===== src/rtl/itli_pkg.sv =====
// shared constants for the piecewise linear interpolation table
`default_nettype none
package itli_pkg;
  localparam int unsigned DataW = 32;
  localparam int unsigned ProdW = 2 * DataW;
  localparam int unsigned CountW = 5;

  typedef enum logic {
    CMD_WRITE = 1'b0,
    CMD_QUERY = 1'b1
  } cmd_e;
endpackage
`default_nettype wire


===== src/rtl/itli_search.sv =====
// breakpoint search: parallel compares and a priority pick of the bracketing pair
`default_nettype none
module itli_search import itli_pkg::*; #(
  parameter int unsigned MAX_POINTS = 16,
  parameter int unsigned IW = 4
) (
  input  wire logic [DataW-1:0] times_i [MAX_POINTS],
  input  wire logic [DataW-1:0] query_i,
  input  wire logic [IW-1:0]    last_i,
  output logic      [IW-1:0]    lo_o,
  output logic      [IW-1:0]    hi_o
);
  logic [MAX_POINTS-1:0] hit;
  logic [IW-1:0]         i2;
  logic                  below_first;
  logic                  past_last;

  always_comb begin
    hit = '0;
    for (int i = 1; i < MAX_POINTS; i++) begin
      hit[i] = (IW'(i) < last_i) && ($signed(times_i[i]) > $signed(query_i));
    end
    i2 = last_i;
    for (int i = MAX_POINTS - 1; i >= 1; i--) begin
      if (hit[i]) begin
        i2 = IW'(i);
      end
    end
    below_first = $signed(query_i) < $signed(times_i[0]);
    past_last   = $signed(query_i) >= $signed(times_i[last_i]);
    priority if (below_first) begin
      lo_o = '0;
      hi_o = '0;
    end else if (past_last) begin
      lo_o = last_i;
      hi_o = last_i;
    end else begin
      lo_o = i2 - IW'(1);
      hi_o = i2;
    end
  end
endmodule
`default_nettype wire


===== config.mk =====
export PLATFORM = sky130hd
export DESIGN_NAME = itli_search
export DESIGN_NICKNAME = d
export VERILOG_FILES = /design/src/rtl/itli_pkg.sv /design/src/rtl/itli_search.sv
export SDC_FILE = /design/constraint.sdc
export NUM_CORES = 1
export LEC_CHECK = 0
export BUFFER_PORTS_ARGS = -buffer_cell sky130_fd_sc_hd__clkbuf_2
export CAP_MARGIN = 15
export CELL_PAD_IN_SITES_DETAIL_PLACEMENT = 2
export CELL_PAD_IN_SITES_GLOBAL_PLACEMENT = 2
export CORE_UTILIZATION = 33
export DETAILED_ROUTE_END_ITERATION = 7
export PLACE_DENSITY = 0.89
export SYNTH_ARGS = -nofsm -noshare
export SYNTH_HDL_FRONTEND = slang
export SYNTH_SLANG_ARGS = --single-unit

===== constraint.sdc =====
create_clock -name vclk -period 12.6
set_clock_uncertainty 0.05 [all_clocks]
set_input_delay 0.63 -clock vclk [all_inputs]
set_output_delay 0.63 -clock vclk [all_outputs]
set_load 0.01 [all_outputs]

==> results of run 1 <==
==> worst max-delay path, cell delays in order <==
cell and delay (ps):
buf_6 590, buf_4 810, mux4_2 420, mux4_2 500, inv_1 80, ha_1 230
nor2b_1 140, o21ai_0 180, a21oi_1 90, a2111oi_0 820, o221ai_1 390, a221oi_1 420
o2111ai_1 170, o21ai_1 600, and4b_2 380, or4b_1 430, a31oi_1 180, clkbuf_2 160
==> synthesized netlist by cell type (all sizes together), types with 4 or more instances <==
master / n / share of area
a21oi: 153 / 0.048
o211ai: 18 / 0.0085
nor4: 20 / 0.0083
clkbuf: 16 / 0.0038
o31ai: 4 / 0.0019
ha: 512 / 0.40
or2: 5 / 0.0020
nor2: 56 / 0.013
o221ai: 5 / 0.0028
and2: 9 / 0.0036
nand3: 35 / 0.011
o21a: 17 / 0.0081
a211oi: 21 / 0.0099
a221oi: 15 / 0.0083
and3: 7 / 0.0028
o211a: 5 / 0.0032
mux4: 160 / 0.23
a31oi: 13 / 0.0051
and4: 14 / 0.0077
nand2: 97 / 0.023
inv: 137 / 0.032
nor3: 33 / 0.010
nor2b: 24 / 0.0095
nand2b: 17 / 0.0067
buf: 25 / 0.0068
a21o: 64 / 0.030
mux2i: 4 / 0.0025
a2111oi: 9 / 0.0050
nand4: 91 / 0.036
o21ai: 85 / 0.027
==> power by group through the flow <==
stage / clock network (mW) / registers (mW) / logic (mW)
floorplan: 0 / 0 / 0.447
global placement: 0 / 0 / 0.766
detailed placement: 0 / 0 / 0.813
CTS: 0 / 0 / 0.818
global route: 0.000000245 / 0 / 0.897
finish: 0.000000245 / 0 / 0.845
==> kinds of logic (layout without fill, tap and decap cells) <==
group	count (synthesis)	in the layout	synth area share
AOI/OAI and AO/OA	444	444	0.178
adders and majority gates	512	512	0.404
and+or+nand+nor	424	424	0.142
other	0	23	0
buffers and inverters	178	701	0.0430
muxes	167	167	0.232
xor gates and xnor gates	2	2	0.00111
==> stage by stage <==
| step | cells | cell area [um2] | total power [mW] | hold WS (ps) | util |
|---|---|---|---|---|---|
| finish | 2880 | 19400 | 0.845 | 1780 | 0.412 |
| global route | 2880 | 19400 | 0.897 | 1800 | 0.412 |
| CTS | 2857 | 19300 | 0.818 | 1770 | 0.411 |
| detailed placement | 2857 | 19300 | 0.813 | 1770 | 0.411 |
| global placement | 2857 | 19300 | 0.766 | 1760 | 0.411 |
| floorplan | 1727 | 15900 | 0.447 | 1620 | - |
==> routing by layer <==
layer,routed length [um],track usage,part of all wire,vias to the layer above
li1,-,-,-,8091
met1,39200,0.496,0.40,9685
met2,45300,0.632,0.46,1136
met3,8120,0.0446,0.083,262
met4,5460,0.189,0.056,4
met5,15,0,0.00015,-
==> layout make-up <==
type	instances	area, um2	share of cell area
Multi-Input combinational cell	1549	15200	0.784
Tap cell	607	759	0.0392
Antenna cell	23	57.6	0.00297
Inverter	137	514	0.0266
Timing Repair Buffer	564	2860	0.148
==> placed cells by master (no fill, tap or decap), types with 4 or more instances in the layout <==
cell       instances
buf_4              8
nand2_1           97
nor2_1            56
a21o_1            64
nand4_1           91
o211a_1            5
or2_2              5
nor4_1            19
nor3_1            33
nor2b_1           24
mux2i_1            4
o221ai_1           5
a2111oi_0          9
and3_1             7
o21a_1            17
o21ai_0           84
o211ai_1          18
and4_1            14
ha_1             512
a21oi_1          153
mux4_2           160
a31oi_1           13
nand2b_1          17
a211oi_1          21
clkbuf_2         553
a221oi_1          15
nand3_1           35
and2_1             9
inv_1            137
o31ai_1            4
diode_2           23
==> worst min path at each step <==
| stage | startpoint | endpoint | slack, ps | cells past startpoint |
|---|---|---|---|---|
| 6_report | last_i[3] | hi_o[3] | 1780 | 3 |
| 5_1_grt | last_i[3] | hi_o[3] | 1800 | 3 |
| 4_1_cts | last_i[3] | hi_o[3] | 1770 | 3 |
| 3_5_place_dp | last_i[3] | hi_o[3] | 1770 | 3 |
| 3_3_place_gp | last_i[3] | hi_o[3] | 1760 | 3 |
| 2_1_floorplan | query_i[15] | lo_o[0] | 1620 | 3 |
==> results.toml, run 1 <==
[worst_setup_path]
startpoint = "last_i[1]"
start_kind = "primary input"
cp-end-kind = "output pin"
crit_arrival_ps = 7390
crit_fanout = 77
required_ps = 11920
crit_end = "lo_o[3]"
worstSetupPathType = "primary input to output pin"

[timing]
rsz0062_at_grt = "false"
worstMarginPinSlew_ps = 1110
setup_viol = 0
timing.fmax_mhz = 124
slew-limit-headroom = 0.257
post-route-min-period_ps = 8070
hold_viol = 0
finalCritPeriodShare = 0.641
setup_tns_ps = 0
setup_slack_ps = 4530
slew_viol_final = 0

[grt]
antenna_found_initial = 26
grt_util_all_layers = 0.383
grt_pass1_vias = 20500
grt_max_degree = 89
gr-total-overflow = 0
grt_pass1_wl_um = 138000

[synthesis]
netlist_area_um2 = 15900
syn_avg_cell_area_um2 = 9.18
yosysWarnings = 0
synth_cell_types = 66
syn_nets = 2787
syn_inst = 1727
seq_area_frac_synth = 0

[routing]
antenna_left = 0
vias = 19200
wire_per_inst_um = 34.1
drt-pass1-iter-count = 5
viasPerCell = 6.66
route.detailed.drc = 0
totalWireLength_um = 98100
drtIter0Drc = 1633

[placed_design]
pre_cts_ws_ps = 4880
dp_hpwl_um = 86500
numPortBuffers = 556
gp_congestion = 1.09

[finish]
final_nets = 3312
area_growth_pct = 22.1
drive_gt1_frac = 0.328
final.fill_count = 5356
n_clock_buffer = 0
seqCellArea_um2 = 0
seq_cell_count = 0

[die]
die_y_um = 221
io_pins = 556
fp.dieW_um = 221
rows = 79
design.core.area_um2 = 47000
initial_core_util = 0.338
die_area_um2 = 48900

[outcome]
outcome = "finished, final reports clean"

[pwr]
p_comb_frac = 1.000
peakVddDrop_v = 0.0000293
netSwitchingPower_mw = 0.494
swShare = 0.585
pwr-share-seq = 0
intPower_mw = 0.350
power_per_cell_area_nw_per_um2 = 43.6
clkPwrFrac = 0
leakagePower_nw = 9.88

[clock_tree]
ctsHoldBuffers = 0
post_cts_buffers = 0
ctsResizeCount = 0

[worst_hold_path]
hp-class = "primary input to output pin"

[run]
drv_cap = 0
Power figures use the tool's default switching activity.
==> run 2, diff against run 1 <==
--- a/config.mk
+++ b/config.mk
@@ -5,13 +5,14 @@
 export SDC_FILE = /design/constraint.sdc
 export NUM_CORES = 1
 export LEC_CHECK = 0
+export ABC_AREA = 1
 export BUFFER_PORTS_ARGS = -buffer_cell sky130_fd_sc_hd__clkbuf_2
 export CAP_MARGIN = 15
 export CELL_PAD_IN_SITES_DETAIL_PLACEMENT = 2
 export CELL_PAD_IN_SITES_GLOBAL_PLACEMENT = 2
-export CORE_UTILIZATION = 33
+export CORE_UTILIZATION = 27
 export DETAILED_ROUTE_END_ITERATION = 7
-export PLACE_DENSITY = 0.89
+export PLACE_DENSITY = 0.84
 export SYNTH_ARGS = -nofsm -noshare
 export SYNTH_HDL_FRONTEND = slang
 export SYNTH_SLANG_ARGS = --single-unit
==> constraint.sdc (replaced) <==
create_clock -name vclk -period 8.1
set_clock_uncertainty 0.05 [all_clocks]
set_input_delay 0.405 -clock vclk [all_inputs]
set_output_delay 0.405 -clock vclk [all_outputs]
set_load 0.01 [all_outputs]
==> run 2 against run 1 <==
Flip-flop and latch count stayed put. Power grew 55%. Critical path depth rose by 3. Largest cell class unchanged. Highest routed layer unchanged. Setup slack got worse by 2500 ps.
==> results.toml, run 2 <==
[outcome]
outcome = "finished, final reports clean"

[synthesis]
seq_area_frac_synth = 0
synth_top_area_share = 0.399
synth_cell_types = 51
syn_nets = 3591
syn_avg_cell_area_um2 = 6.35
netlist_area_um2 = 16100
yosysWarnings = 0
synth_commonest_cells = "512 x ha_1, 341 x nand2_1, 329 x o21ai_0"
syn_inst = 2531
synth.most_common_cell = "ha_1"
synth_area_leaders = "ha_1 40%, o21ai_0 10%, a21oi_1 9.5%, nand2_1 8.0%, nor2_1 7.3%"
synth_area_leader_cell = "ha_1"

[clock_tree]
ctsResizeCount = 0
ctsHoldBuffers = 0
post_cts_buffers = 0

[pwr]
clkPwrFrac = 0
peakVddDrop_v = 0.0000616
leakagePower_nw = 10.3
swShare = 0.640
power_mw = 1.31
netSwitchingPower_mw = 0.838
p_comb_frac = 1.000
power_per_cell_area_nw_per_um2 = 66.6
pwr-share-seq = 0
intPower_mw = 0.471

[finish]
layoutNonFillerInstCount = 3802
seq_cell_count = 0
mostFrequentLayoutCell = "clkbuf_2"
final_nets = 4061
n_clock_buffer = 0
final_cell_mix = "554 x clkbuf_2, 512 x ha_1, 341 x nand2_1, 329 x o21ai_0, 308 x nor2_1"
area_growth_pct = 22.2
seqCellArea_um2 = 0
drive_gt1_frac = 0.200

[run]
drv_cap = 0

[placed_design]
gp_congestion = 0.962
numPortBuffers = 556
place_inst = 3772
dp_hpwl_um = 87000
pre_cts_ws_ps = 2040

[die]
io_pins = 556
design.core.area_um2 = 58900
fp.dieW_um = 246
initial_core_util = 0.273
rows = 89
die_area_um2 = 60500
die_y_um = 246

[worst_setup_path]
crit_fanout = 79
crit_arrival_ps = 5610
start_kind = "primary input"
required_ps = 7650
cp-end-kind = "output pin"
worstSetupPathType = "primary input to output pin"

[timing]
setup_viol = 0
worstMarginPinSlew_ps = 1110
slew-limit-headroom = 0.257
setup_tns_ps = 0
setup_slack_ps = 2030
timing.fmax_mhz = 165
finalCritPeriodShare = 0.749
hold_viol = 0
rsz0062_at_grt = "false"
hold-worst-slack_ps = 1520
post-route-min-period_ps = 6070
slew_viol_final = 0

[grt]
grt_pass1_vias = 23300
antenna_found_initial = 32
grt_pass1_wl_um = 145000
gr-total-overflow = 0
grt_util_all_layers = 0.317
grt_max_degree = 200

[worst_hold_path]
hp-class = "primary input to output pin"

[routing]
wire_per_inst_um = 26.4
totalWireLength_um = 100000
antenna_left = 0
viasPerCell = 5.76
drtIter0Drc = 1172
vias = 21900
drt-pass1-iter-count = 5
route.detailed.drc = 0
==> run 2: final timing paths <==
kind	start	endpoint	cells past startpoint	slack, ps
worst max-delay path	last_i[1]	hi_o[3]	21	2030
worst min-delay path	last_i[2]	lo_o[2]	6	1520
==> run 2: layout make-up <==
cell class / instances / area [um2]
well taps: 773 / 967
fillers: 7333 / 39300
multi-input cells: 2243 / 15000
repair buffers: 566 / 2880
diodes: 30 / 75.1
inverters: 190 / 722
==> run 2: stage by stage <==
| step | utilization | instance area, um2 |
|---|---|---|
| after floorplan | - | 16100 |
| after global placement | 0.332 | 19600 |
| after detailed placement | 0.332 | 19600 |
| after CTS | 0.332 | 19600 |
| after global routing | 0.333 | 19600 |
| final | 0.333 | 19600 |
==> run 2: power by group through the flow <==
stage	combinational (mW)	clock (mW)	sequential, mW
after floorplan	0.712	0	0
after global placement	1.21	0	0
after detailed placement	1.29	0	0
after CTS	1.29	0	0
after global routing	1.44	0.000000463	0
final	1.31	0.000000498	0
==> run 2: metal layers <==
layer  part of all wire  track usage
met4              0.040        0.130
met2               0.47        0.540
met1               0.44        0.411
met5            0.00035            0
met3              0.044       0.0228
==> run 2: critical path, stage by stage <==
cell and delay [ps]:
buf_4 610, inv_2 610, buf_4 490, o21ai_0 170, o22ai_1 110, a22o_1 270, a221oi_1 240, ha_1 300
a21oi_1 180, o21ai_1 90, a21oi_1 150, nor2_1 60, o21bai_1 120, a21oi_1 80, o31ai_1 320, nand2_1 130
xnor2_1 160, a21oi_2 450, o21ai_0 230, a21oi_1 210, clkbuf_2 160
==> run 2: cells by family after synthesis <==
family | count (synthesis) | synth area share
compound gates | 913 | 0.318
xor+xnor | 4 | 0.00218
fa+ha+maj | 512 | 0.399
buf+inv | 288 | 0.0675
simple gates | 814 | 0.214
